==> src/rtl/core/sha256_byte_stream_hasher_macros.svh <==
// Assertion macros for the SHA-256 byte stream hasher.
// No dependencies; taken in by the files that carry assertions.
`ifndef SHA256_BYTE_STREAM_HASHER_MACROS_SVH
`define SHA256_BYTE_STREAM_HASHER_MACROS_SVH

// Same-cycle implication, disabled during reset
`define SBH_ASSERT_IMP(lbl, clk, rst_n, ante, cons) \
    lbl: assert property (@(posedge clk) disable iff (!(rst_n)) (ante) |-> (cons)) \
        else $error("sbh assertion failed");

// Next-cycle implication, disabled during reset
`define SBH_ASSERT_NXT(lbl, clk, rst_n, ante, cons) \
    lbl: assert property (@(posedge clk) disable iff (!(rst_n)) (ante) |=> (cons)) \
        else $error("sbh assertion failed");

`endif

==> src/rtl/core/sbh_pkg.sv <==
// Package for the SHA-256 byte stream hasher: types, constants, round functions.
// No dependencies.
`default_nettype none
package sbh_pkg;

    typedef enum logic [2:0] {
        ST_INIT,
        ST_IDLE,
        ST_PAD,
        ST_LOAD,
        ST_ROUND,
        ST_FOLD
    } t_state;

    typedef struct packed {
        logic shift;     // shift working regs, chain read data enters at the top
        logic round_en;  // perform one compression round
        logic use_mem;   // round word from block buffer, else from schedule
    } t_core_ctl;

    localparam logic [7:0]  PAD_BYTE     = 8'h80;
    localparam logic [5:0]  LEN_POS      = 6'd56;
    localparam logic [63:0] BLOCK_BITS   = 64'd512;

    function automatic logic [31:0] init_value(input logic [2:0] idx);
        logic [31:0] v;
        case (idx)
            3'd0:    v = 32'h6a09e667;
            3'd1:    v = 32'hbb67ae85;
            3'd2:    v = 32'h3c6ef372;
            3'd3:    v = 32'ha54ff53a;
            3'd4:    v = 32'h510e527f;
            3'd5:    v = 32'h9b05688c;
            3'd6:    v = 32'h1f83d9ab;
            default: v = 32'h5be0cd19;
        endcase
        return v;
    endfunction

    function automatic logic [31:0] round_const(input logic [5:0] r);
        logic [31:0] k;
        case (r)
            6'd0:  k = 32'h428a2f98; 6'd1:  k = 32'h71374491;
            6'd2:  k = 32'hb5c0fbcf; 6'd3:  k = 32'he9b5dba5;
            6'd4:  k = 32'h3956c25b; 6'd5:  k = 32'h59f111f1;
            6'd6:  k = 32'h923f82a4; 6'd7:  k = 32'hab1c5ed5;
            6'd8:  k = 32'hd807aa98; 6'd9:  k = 32'h12835b01;
            6'd10: k = 32'h243185be; 6'd11: k = 32'h550c7dc3;
            6'd12: k = 32'h72be5d74; 6'd13: k = 32'h80deb1fe;
            6'd14: k = 32'h9bdc06a7; 6'd15: k = 32'hc19bf174;
            6'd16: k = 32'he49b69c1; 6'd17: k = 32'hefbe4786;
            6'd18: k = 32'h0fc19dc6; 6'd19: k = 32'h240ca1cc;
            6'd20: k = 32'h2de92c6f; 6'd21: k = 32'h4a7484aa;
            6'd22: k = 32'h5cb0a9dc; 6'd23: k = 32'h76f988da;
            6'd24: k = 32'h983e5152; 6'd25: k = 32'ha831c66d;
            6'd26: k = 32'hb00327c8; 6'd27: k = 32'hbf597fc7;
            6'd28: k = 32'hc6e00bf3; 6'd29: k = 32'hd5a79147;
            6'd30: k = 32'h06ca6351; 6'd31: k = 32'h14292967;
            6'd32: k = 32'h27b70a85; 6'd33: k = 32'h2e1b2138;
            6'd34: k = 32'h4d2c6dfc; 6'd35: k = 32'h53380d13;
            6'd36: k = 32'h650a7354; 6'd37: k = 32'h766a0abb;
            6'd38: k = 32'h81c2c92e; 6'd39: k = 32'h92722c85;
            6'd40: k = 32'ha2bfe8a1; 6'd41: k = 32'ha81a664b;
            6'd42: k = 32'hc24b8b70; 6'd43: k = 32'hc76c51a3;
            6'd44: k = 32'hd192e819; 6'd45: k = 32'hd6990624;
            6'd46: k = 32'hf40e3585; 6'd47: k = 32'h106aa070;
            6'd48: k = 32'h19a4c116; 6'd49: k = 32'h1e376c08;
            6'd50: k = 32'h2748774c; 6'd51: k = 32'h34b0bcb5;
            6'd52: k = 32'h391c0cb3; 6'd53: k = 32'h4ed8aa4a;
            6'd54: k = 32'h5b9cca4f; 6'd55: k = 32'h682e6ff3;
            6'd56: k = 32'h748f82ee; 6'd57: k = 32'h78a5636f;
            6'd58: k = 32'h84c87814; 6'd59: k = 32'h8cc70208;
            6'd60: k = 32'h90befffa; 6'd61: k = 32'ha4506ceb;
            6'd62: k = 32'hbef9a3f7;
            default: k = 32'hc67178f2;
        endcase
        return k;
    endfunction

    function automatic logic [31:0] big_sigma0(input logic [31:0] x);
        return {x[1:0], x[31:2]} ^ {x[12:0], x[31:13]} ^ {x[21:0], x[31:22]};
    endfunction

    function automatic logic [31:0] big_sigma1(input logic [31:0] x);
        return {x[5:0], x[31:6]} ^ {x[10:0], x[31:11]} ^ {x[24:0], x[31:25]};
    endfunction

    function automatic logic [31:0] small_sigma0(input logic [31:0] x);
        return {x[6:0], x[31:7]} ^ {x[17:0], x[31:18]} ^ {3'b000, x[31:3]};
    endfunction

    function automatic logic [31:0] small_sigma1(input logic [31:0] x);
        return {x[16:0], x[31:17]} ^ {x[18:0], x[31:19]} ^ {10'b0, x[31:10]};
    endfunction

endpackage
`default_nettype wire

==> src/rtl/core/sha256_byte_stream_hasher.sv <==
// SHA-256 over a byte stream. A byte transfer is accepted while o_stall is low; each 64-byte
// block is compressed in 9 load steps, 64 rounds and 9 fold steps,
// during which o_stall is high. After an end-of-message item, padding writes one
// byte per cycle, then one or two compressions, then eight digest words.
// After reset an initial pass loads the eight initial hash words into the chain memory.
// Depends on sbh_pkg, sbh_ram, sbh_round and the macros header.
`default_nettype none
`include "sha256_byte_stream_hasher_macros.svh"
module sha256_byte_stream_hasher (
    input  wire logic        i_clk,
    input  wire logic        i_rst_n,
    input  wire logic        i_valid,
    output logic             o_stall,
    input  wire logic [7:0]  i_msg_byte,
    input  wire logic        i_has_byte,
    input  wire logic        i_end_of_message,
    output logic             o_valid,
    input  wire logic        i_stall,
    output logic      [31:0] o_digest_word,
    output logic      [2:0]  o_word_index,
    output logic             o_last_word
);

    sbh_pkg::t_state    r_state, n_state;
    logic [5:0]         r_cnt, n_cnt;
    logic [5:0]         r_fill, n_fill;
    logic [23:0]        r_word, n_word;
    logic [63:0]        r_total, n_total;
    logic [63:0]        r_len, n_len;
    logic               r_eom, n_eom;
    logic               r_pad_first, n_pad_first;
    logic               r_two_blk, n_two_blk;
    logic               r_padding, n_padding;
    logic               r_final, n_final;
    logic               r_ovalid, n_ovalid;
    logic [31:0]        r_odata, n_odata;
    logic [2:0]         r_oidx, n_oidx;
    logic               r_olast, n_olast;

    sbh_pkg::t_core_ctl ctl;
    logic               byte_en;
    logic [7:0]         byte_val;
    logic               blk_we;
    logic [3:0]         blk_raddr;
    logic [31:0]        blk_rdata;
    logic               chain_we;
    logic [2:0]         chain_waddr;
    logic [31:0]        chain_wdata;
    logic               chain_re;
    logic [31:0]        chain_rdata;
    logic [31:0]        v0;
    logic [31:0]        fold_sum;
    logic [5:0]         fill_next;
    logic [63:0]        len_shift;
    logic               adv;

    sbh_ram #(.WIDTH(32), .DEPTH(16)) u_blk_ram (
        .i_clk   (i_clk),
        .i_we    (blk_we),
        .i_waddr (r_fill[5:2]),
        .i_wdata ({r_word, byte_val}),
        .i_re    (1'b1),
        .i_raddr (blk_raddr),
        .o_rdata (blk_rdata)
    );

    sbh_ram #(.WIDTH(32), .DEPTH(8)) u_chain_ram (
        .i_clk   (i_clk),
        .i_we    (chain_we),
        .i_waddr (chain_waddr),
        .i_wdata (chain_wdata),
        .i_re    (chain_re),
        .i_raddr (r_cnt[2:0]),
        .o_rdata (chain_rdata)
    );

    sbh_round u_round (
        .i_clk         (i_clk),
        .i_ctl         (ctl),
        .i_round       (r_cnt),
        .i_chain_rdata (chain_rdata),
        .i_blk_rdata   (blk_rdata),
        .o_v0          (v0)
    );

    always_ff @(posedge i_clk) begin
        if (!i_rst_n) begin
            r_state     <= sbh_pkg::ST_INIT;
            r_cnt       <= '0;
            r_fill      <= '0;
            r_total     <= '0;
            r_eom       <= 1'b0;
            r_pad_first <= 1'b0;
            r_two_blk   <= 1'b0;
            r_padding   <= 1'b0;
            r_final     <= 1'b0;
            r_ovalid    <= 1'b0;
        end else begin
            r_state     <= n_state;
            r_cnt       <= n_cnt;
            r_fill      <= n_fill;
            r_total     <= n_total;
            r_eom       <= n_eom;
            r_pad_first <= n_pad_first;
            r_two_blk   <= n_two_blk;
            r_padding   <= n_padding;
            r_final     <= n_final;
            r_ovalid    <= n_ovalid;
        end
        r_word  <= n_word;
        r_len   <= n_len;
        r_odata <= n_odata;
        r_oidx  <= n_oidx;
        r_olast <= n_olast;
    end

    always_comb begin
        n_state     = r_state;
        n_cnt       = r_cnt;
        n_fill      = r_fill;
        n_word      = r_word;
        n_total     = r_total;
        n_len       = r_len;
        n_eom       = r_eom;
        n_pad_first = r_pad_first;
        n_two_blk   = r_two_blk;
        n_padding   = r_padding;
        n_final     = r_final;
        n_odata     = r_odata;
        n_oidx      = r_oidx;
        n_olast     = r_olast;
        ctl         = '0;
        byte_en     = 1'b0;
        byte_val    = '0;
        blk_we      = 1'b0;
        blk_raddr   = r_cnt[3:0] + 4'd1;
        chain_we    = 1'b0;
        chain_waddr = r_cnt[2:0] - 3'd1;
        chain_wdata = '0;
        chain_re    = 1'b0;
        o_stall     = 1'b1;
        fold_sum    = chain_rdata + v0;
        fill_next   = i_has_byte ? r_fill + 6'd1 : r_fill;
        len_shift   = r_len >> {~r_fill[2:0], 3'b000};
        adv         = !r_final || !r_ovalid || !i_stall;
        n_ovalid    = i_stall ? r_ovalid : 1'b0;

        case (r_state)
            sbh_pkg::ST_INIT: begin
                chain_we    = 1'b1;
                chain_waddr = r_cnt[2:0];
                chain_wdata = sbh_pkg::init_value(r_cnt[2:0]);
                n_cnt       = r_cnt + 6'd1;
                if (r_cnt[2:0] == 3'd7) begin
                    n_cnt   = '0;
                    n_state = sbh_pkg::ST_IDLE;
                end
            end
            sbh_pkg::ST_IDLE: begin
                o_stall = 1'b0;
                if (i_valid) begin
                    byte_en  = i_has_byte;
                    byte_val = i_msg_byte;
                    if (i_has_byte && r_fill == 6'd63) begin
                        n_total   = r_total + sbh_pkg::BLOCK_BITS;
                        n_eom     = i_end_of_message;
                        n_padding = 1'b0;
                        n_final   = 1'b0;
                        n_cnt     = '0;
                        n_state   = sbh_pkg::ST_LOAD;
                    end else if (i_end_of_message) begin
                        n_len       = r_total + {55'd0, fill_next, 3'b000};
                        n_pad_first = 1'b1;
                        n_two_blk   = fill_next >= sbh_pkg::LEN_POS;
                        n_padding   = 1'b1;
                        n_state     = sbh_pkg::ST_PAD;
                    end
                end
            end
            sbh_pkg::ST_PAD: begin
                byte_en     = 1'b1;
                n_pad_first = 1'b0;
                if (r_pad_first) begin
                    byte_val = sbh_pkg::PAD_BYTE;
                end else if (r_fill >= sbh_pkg::LEN_POS && !r_two_blk) begin
                    byte_val = len_shift[7:0];
                end
                if (r_fill == 6'd63) begin
                    n_final   = !r_two_blk;
                    n_two_blk = 1'b0;
                    n_cnt     = '0;
                    n_state   = sbh_pkg::ST_LOAD;
                end
            end
            sbh_pkg::ST_LOAD: begin
                chain_re  = !r_cnt[3];
                ctl.shift = r_cnt != '0;
                n_cnt     = r_cnt + 6'd1;
                if (r_cnt[3]) begin
                    blk_raddr = '0;
                    n_cnt     = '0;
                    n_state   = sbh_pkg::ST_ROUND;
                end
            end
            sbh_pkg::ST_ROUND: begin
                ctl.round_en = 1'b1;
                ctl.use_mem  = r_cnt[5:4] == 2'b00;
                n_cnt        = r_cnt + 6'd1;
                if (r_cnt == 6'd63) begin
                    n_cnt   = '0;
                    n_state = sbh_pkg::ST_FOLD;
                end
            end
            sbh_pkg::ST_FOLD: begin
                if (adv) begin
                    chain_re = !r_cnt[3];
                    n_cnt    = r_cnt + 6'd1;
                    if (r_cnt != '0) begin
                        chain_we    = 1'b1;
                        chain_wdata = r_final ? sbh_pkg::init_value(chain_waddr) : fold_sum;
                        ctl.shift   = 1'b1;
                        if (r_final) begin
                            n_ovalid = 1'b1;
                            n_odata  = fold_sum;
                            n_oidx   = chain_waddr;
                            n_olast  = r_cnt[3];
                        end
                    end
                    if (r_cnt[3]) begin
                        n_cnt = '0;
                        if (r_final) begin
                            n_total   = '0;
                            n_final   = 1'b0;
                            n_padding = 1'b0;
                            n_state   = sbh_pkg::ST_IDLE;
                        end else if (r_padding) begin
                            n_state = sbh_pkg::ST_PAD;
                        end else if (r_eom) begin
                            // message ended on a block boundary
                            n_len       = r_total;
                            n_pad_first = 1'b1;
                            n_two_blk   = 1'b0;
                            n_padding   = 1'b1;
                            n_eom       = 1'b0;
                            n_state     = sbh_pkg::ST_PAD;
                        end else begin
                            n_state = sbh_pkg::ST_IDLE;
                        end
                    end
                end
            end
            default: begin
                n_state = sbh_pkg::ST_IDLE;
            end
        endcase

        // shared byte path: pack bytes big-endian, write a word every fourth
        if (byte_en) begin
            n_word = {r_word[15:0], byte_val};
            blk_we = r_fill[1:0] == 2'b11;
            n_fill = r_fill + 6'd1;
        end
    end

    assign o_valid       = r_ovalid;
    assign o_digest_word = r_odata;
    assign o_word_index  = r_oidx;
    assign o_last_word   = r_olast;

    `SBH_ASSERT_NXT(a_round_steps, i_clk, i_rst_n,
        r_state == sbh_pkg::ST_ROUND && r_cnt != 6'd63,
        r_state == sbh_pkg::ST_ROUND && r_cnt == $past(r_cnt) + 6'd1)
    `SBH_ASSERT_IMP(a_last_idx, i_clk, i_rst_n, o_valid && o_last_word, o_word_index == 3'd7)
    `SBH_ASSERT_IMP(a_load_fill, i_clk, i_rst_n, r_state == sbh_pkg::ST_LOAD, r_fill == 6'd0)
    `SBH_ASSERT_IMP(a_no_overrun, i_clk, i_rst_n,
        r_state == sbh_pkg::ST_FOLD && r_final && r_ovalid && i_stall, n_cnt == r_cnt)

endmodule
`default_nettype wire

==> src/rtl/core/sbh_ram.sv <==
// Generic single-write, single-read synchronous RAM with registered read.
// No dependencies.
`default_nettype none
module sbh_ram #(
    parameter int WIDTH = 32,
    parameter int DEPTH = 16
) (
    input  wire logic                     i_clk,
    input  wire logic                     i_we,
    input  wire logic [$clog2(DEPTH)-1:0] i_waddr,
    input  wire logic [WIDTH-1:0]         i_wdata,
    input  wire logic                     i_re,
    input  wire logic [$clog2(DEPTH)-1:0] i_raddr,
    output logic      [WIDTH-1:0]         o_rdata
);

    logic [WIDTH-1:0] r_mem [DEPTH];

    always_ff @(posedge i_clk) begin
        if (i_we) begin
            r_mem[i_waddr] <= i_wdata;
        end
        if (i_re) begin
            o_rdata <= r_mem[i_raddr];
        end
    end

endmodule
`default_nettype wire

==> src/rtl/core/sbh_round.sv <==
// Compression round datapath: working variables and 16-word schedule window.
// Depends on sbh_pkg.
`default_nettype none
module sbh_round (
    input  wire logic              i_clk,
    input  wire sbh_pkg::t_core_ctl i_ctl,
    input  wire logic [5:0]        i_round,
    input  wire logic [31:0]       i_chain_rdata,
    input  wire logic [31:0]       i_blk_rdata,
    output logic      [31:0]       o_v0
);

    logic [31:0] r_v [8];
    logic [31:0] r_w [16];
    logic [31:0] w_calc;
    logic [31:0] w_use;
    logic [31:0] t1;
    logic [31:0] t2;
    logic [31:0] ch;
    logic [31:0] maj;

    always_comb begin
        w_calc = sbh_pkg::small_sigma1(r_w[14]) + r_w[9]
               + sbh_pkg::small_sigma0(r_w[1]) + r_w[0];
        w_use  = i_ctl.use_mem ? i_blk_rdata : w_calc;
        ch     = (r_v[4] & r_v[5]) ^ (~r_v[4] & r_v[6]);
        maj    = (r_v[0] & r_v[1]) ^ (r_v[0] & r_v[2]) ^ (r_v[1] & r_v[2]);
        t1     = r_v[7] + sbh_pkg::big_sigma1(r_v[4]) + ch
               + sbh_pkg::round_const(i_round) + w_use;
        t2     = sbh_pkg::big_sigma0(r_v[0]) + maj;
    end

    always_ff @(posedge i_clk) begin
        if (i_ctl.shift) begin
            for (int k = 0; k < 7; k++) begin
                r_v[k] <= r_v[k+1];
            end
            r_v[7] <= i_chain_rdata;
        end else if (i_ctl.round_en) begin
            r_v[7] <= r_v[6];
            r_v[6] <= r_v[5];
            r_v[5] <= r_v[4];
            r_v[4] <= r_v[3] + t1;
            r_v[3] <= r_v[2];
            r_v[2] <= r_v[1];
            r_v[1] <= r_v[0];
            r_v[0] <= t1 + t2;
        end
        if (i_ctl.round_en) begin
            for (int k = 0; k < 15; k++) begin
                r_w[k] <= r_w[k+1];
            end
            r_w[15] <= w_use;
        end
    end

    assign o_v0 = r_v[0];

endmodule
`default_nettype wire

==> config.mk <==
export PLATFORM = sky130hd
export DESIGN_NAME = sha256_byte_stream_hasher
export DESIGN_NICKNAME = d
export VERILOG_FILES = /design/src/rtl/core/sbh_pkg.sv /design/src/rtl/core/sha256_byte_stream_hasher.sv /design/src/rtl/core/sbh_ram.sv /design/src/rtl/core/sbh_round.sv
export VERILOG_INCLUDE_DIRS = /design/src /design/src/rtl/core
export SDC_FILE = /design/constraint.sdc
export NUM_CORES = 2
export LEC_CHECK = 0
export ABC_AREA = 1
export BUFFER_PORTS_ARGS = -buffer_cell sky130_fd_sc_hd__buf_2
export CORE_UTILIZATION = 54
export DETAILED_ROUTE_END_ITERATION = 7
export PLACE_DENSITY = 0.72
export SYNTH_ARGS = -nofsm -noshare
export SYNTH_HDL_FRONTEND = slang
export SYNTH_SLANG_ARGS = --single-unit
==> constraint.sdc <==
create_clock -name i_clk -period 17.24 [get_ports i_clk]
set_clock_uncertainty 0.15 [all_clocks]
set_input_delay 1.724 -clock i_clk [delete_from_list [all_inputs] [get_ports i_clk]]
set_output_delay 1.724 -clock i_clk [all_outputs]
set_load 0.01 [all_outputs]
# == Word-level counts from Yosys, hierarchy flattened ==
# Memory sizes are Yosys's and may differ from the RTL's. A register that Yosys moved wholly into a read port is not among the register bits.
# Cells that the tools add are included.
# totals
ram_bits,1536
mem_bits_ro,2048
register_bits,209
inputBits,14
latch_bits,0
mem_count,5
# op_classes
n_reduce_logical,27
bitwise,26
n_mul,0
magnitude_cmp,2
shift,1
muxes,127
eq_ne,36
div,0
add_sub_neg,17
# mem_list
memory,words,width,read_ports,rd_clocked_by_memory_dff,wr,line_no,rtl
(no name shown),64,32,1,1,0,sbh_pkg.sv:42,case (r)
u_blk_ram.r_mem,16,32,1,1,1,sbh_ram.sv:17,logic [WIDTH-1:0] r_mem [DEPTH];
u_round.r_w,16,32,16,0,16,sbh_round.sv:14,logic [31:0] r_w [16];
u_chain_ram.r_mem,8,32,1,1,1,sbh_ram.sv:17,
u_round.r_v,8,32,8,0,8,sbh_round.sv:13,logic [31:0] r_v [8];
# op_table
operator,n
64-bit 2-to-1 mux,13
32-bit case mux with 7 select lines,2
32-bit 2-to-1 mux,12
32-bit adder,11
32-bit XOR,9
64-bit case mux with 2 select lines,2
32-bit AND,5
"64-bit by 10-bit adder with 64-bit output, second input constant",1
64-bit by 9-bit adder with 64-bit output,1
32-bit case mux with 2 select lines,1
64-bit by 6-bit >> shifter with 8-bit output,1
6-bit 2-to-1 mux,10
1-bit 2-to-1 mux,56
6-bit case mux with 6 select lines,1
32-bit inverter,1
32-bit by 22-bit XOR with 32-bit output,1
32-bit by 29-bit XOR with 32-bit output,1
3-bit 2-to-1 mux,10
"2-bit inequality test, second input constant",14
"3-bit equality test, second input constant",9
8-bit 2-to-1 mux,3
"3-bit by 2-bit equality test with 1-bit output, second input constant",6
3-bit case mux with 6 select lines,1
9-bit AND reduction,2
other kinds (29),63

# == Depth between registers and ports, before layout ==
# An unclocked memory read counts as a cell.
# depth
word_depth,10
ltp_mapped,46
depth_no_buf,46

# == By module ==
# From an unflattened synthesis, not the netlist that was laid out.
# hier_totals
cells_unflattened,9371
hier_area_um2,92301.0
# by_module_without_submodules
module,area_each_um2,n_inst,cells_per_inst
sbh_round,43493.0,1,4103
sbh_ram (u_blk_ram),23050.9,1,2120
sha256_byte_stream_hasher,13564.3,1,1992
sbh_ram (u_chain_ram),12192.9,1,1156

# == Worst setup path after synthesis ==
# No wires, ideal clock.
# synth_timing
path_type,flip-flop to flip-flop
startpoint,register r_state[2]
endpoint,"memory u_round.r_w[0][0], enable pin"
setup_ps,1076
period_less_slack_ps,16316
path_buffers,3
path_slack_ps,924
t_arrival_ps,15090
path_stages_with_launch,6
cell_sequence,dfxtp_1 > inv_2 > nor2_1 > clkbuf_1 > clkbuf_1 > clkbuf_1
# synth_lines
element,line_no,rtl
start: declaration,sha256_byte_stream_hasher.sv:24,"sbh_pkg::t_state r_state, n_state;"
start signal: assignment,sha256_byte_stream_hasher.sv:88,r_state <= sbh_pkg::ST_INIT;
start signal: assignment,sha256_byte_stream_hasher.sv:99,r_state <= n_state;
end: declaration,sbh_round.sv:14,

==> impl_metrics.yaml <==
clock_network:
  clk_latency_ns: 0.84
  holdBufCountCts: 0
  cts_tree: "built"
  clk_pin_slew_worst_paths_ns: 0.06
  htreeDepth: 4
  cts_buffers: 185
  cts_setup_buffers: 0
  cts.sinks: 1829
  clockBufferDepth: 3
  cts_root_buf: "clkbuf_16"
  post_cts_resized: 0
timing:
  finalHoldViolations: 0
  fin_setup_tns_ns: 0
  setup_violations: 0
  slew_viol_final: 0
  slew_headroom: 0.123
  holdWs_ns: 0.252
  post-route-period-util: 0.558
  period_minus_slack_ns: 9.61
  max_freq_mhz: 104
  worst_pin_slew_ns: 1.31
  rsz0062_at_grt: "false"
cells_and_area:
  nNetsFinal: 8230
  mostFrequentLayoutCells: "edfxtp_1, nand2_1, o21ai_0, nor2_1, inv_1"
  drive_gt1_frac: 0.0753
  syn2layout_area_growth_pct: 10.2
  fin_util: 0.599
  layout_commonest_cell: "edfxtp_1"
floorplanning:
  ios: 52
  core_area_um2: 160000
  num_rows: 147
  die_x_um: 404
  dieArea_um2: 163000
  initial_core_util: 0.544
  chipHeight_um: 404
setup_path:
  cp_max_fo: 6
  crit_family: "adder cells"
  arrival_ns: 10.03
  r2r_setup_slack_ns: 7.63
  cp.required_ns: 17.65
  cp-start-kind: "register"
  worst_setup_path_end_kind: "register"
  crit_buf_inv: 3
  crit_slowest_cell: "a21boi_0"
  criticalPathCategory: "reg2reg"
  slowest_delay_ns: 0.75
  crit_start: "u_round.r_w[0][40]$_DFFE_PP_"
  cp_common_cell: "nand2_1"
  r2r-start: "u_round.r_w[0][40]$_DFFE_PP_"
global_route:
  track_usage: 0.302
  grt_pass1_vias: 57200
  grt_max_degree: 186
  antenna_found_initial: 8
  grt_overflow: 0
  grt_pass1_wl_mm: 367
yosys:
  syn_area_um2: 87200
  synth_largest_area_cell: "edfxtp_1"
  seq_area_frac_synth: 0.614
  syn_nets: 8270
  syn_area_per_cell_um2: 11.1
  synth-edff-count: 1689
  synth.distinct_cells: 68
  synth_area_leaders: "edfxtp_1, nand2_1, o21ai_0"
  synth_top_flop_cell: "edfxtp_1"
  syn_inst: 7880
  ys_ff_latch: 1829
  synthArstFlopShare: 0
  yosys_warnings: 0
  synth_top_area_frac: 0.582
run:
  cap_violations: 0
routing:
  firstDrtPassIters: 8
  viasPerCell: 5.92
  routed_wl_mm: 248
  wl_per_cell_um: 24.5
  drtIter0Drc: 7453
  antenna_left: 0
  drcViolationCount: 0
  num_vias: 60200
outcome:
  status: "finished, final reports clean"
place:
  gp_congestion: 1.02
  hpwl_mm: 170
  io_buffers: 51
worst_hold_path:
  hold_class: "reg2reg"
  min_from: "u_round.r_w[2][90]$_DFFE_PP_"
stage by stage:
step	area [um2]	setup slack, ns	std cells
after global routing	96100	6.99	10200
after floorplan	87200	0.924	7880
final	96100	7.63	10200
after detailed placement	89600	7.69	9813
after global placement	89600	7.85	9813
after CTS	96100	7.64	10200
final cells by class:
| class | count | area [um2] |
|---|---|---|
| Antenna cell | 1 | 2.50 |
| Clock buffer | 231 | 4970 |
| Clock inverter | 116 | 1540 |
| Fill cell | 13000 | 64300 |
| Inverter | 795 | 3000 |
| Multi-Input combinational cell | 4894 | 29500 |
| Sequential cell | 1829 | 53500 |
| Tap cell | 2160 | 2700 |
| Timing Repair Buffer | 135 | 911 |
layer usage:
metal,global-route usage,up-vias,share of wire
met3,0.0464,449,0.092
met5,0,-,0.00010
met1,0.437,29500,0.42
met4,0.104,4,0.034
met2,0.468,2991,0.46
li1,-,27200,-
registers in the layout (all words and copies together) (netlist names), 6 cells and up, named ones only:
name                 flops
u_blk_ram.r_mem        512
u_round.r_w            512
u_chain_ram.r_mem      256
u_round.r_v            256
r_len                   61
r_total                 55
o_digest_word           32
u_blk_ram.o_rdata       32
u_chain_ram.o_rdata     32
r_word                  24
r_cnt                    6
r_fill                   6
synth_stat cells (14+ instances only):
cell,n
a211oi_1,29
a21o_1,20
a21oi_1,288
a31oi_1,29
buf_1,21
buf_2,15
clkbuf_1,310
dfxtp_1,140
edfxtp_1,1689
fa_1,188
ha_1,188
inv_1,768
inv_2,22
maj3_1,18
nand2_1,1191
nand2_2,19
nand3_1,293
nand3b_1,14
nand4_1,45
nor2_1,796
nor3_1,98
nor4_1,24
o2111ai_1,35
o211ai_1,42
o21a_1,44
o21ai_0,842
o21ai_1,19
o21bai_1,16
o221ai_1,51
o22ai_1,61
o311ai_0,30
o31ai_1,16
or2_2,49
xnor2_1,175
xor2_1,199
worst reg2reg max path, delay by kind of cell, from the launching register on:
family | cells | cell delay, ns
compound gates | 9 | 2.69
flops | 1 | 0.48
simple gates | 12 | 1.37
fa+ha+maj | 8 | 3.42
xor+xnor | 4 | 1.08
buf+inv | 3 | 0.18
final timing paths:
| check | end | depth (start not counted) |
|---|---|---|
| worst max-delay path | u_round.r_v[0][27]$_DFFE_PP_ | 36 |
| worst max register to register | u_round.r_v[0][27]$_DFFE_PP_ | 36 |
| worst min-delay path | u_round.r_w[2][58]$_DFFE_PP_ | 0 |
| worst min register to register | u_round.r_w[2][58]$_DFFE_PP_ | 0 |
logic make-up after synthesis:
family	after synthesis	share of synthesized area
adders and majority gates	394	0.0722
and+or+nand+nor	2569	0.123
other	1	0.0000430
buffers and inverters	1157	0.0512
xor gates and xnor gates	374	0.0376
DFF	1829	0.614
AOI/OAI and AO/OA	1556	0.102
Power is left out: the tool's default activity adds up to more than one toggle a clock period on the data nets, which glitch-free logic cannot reach.
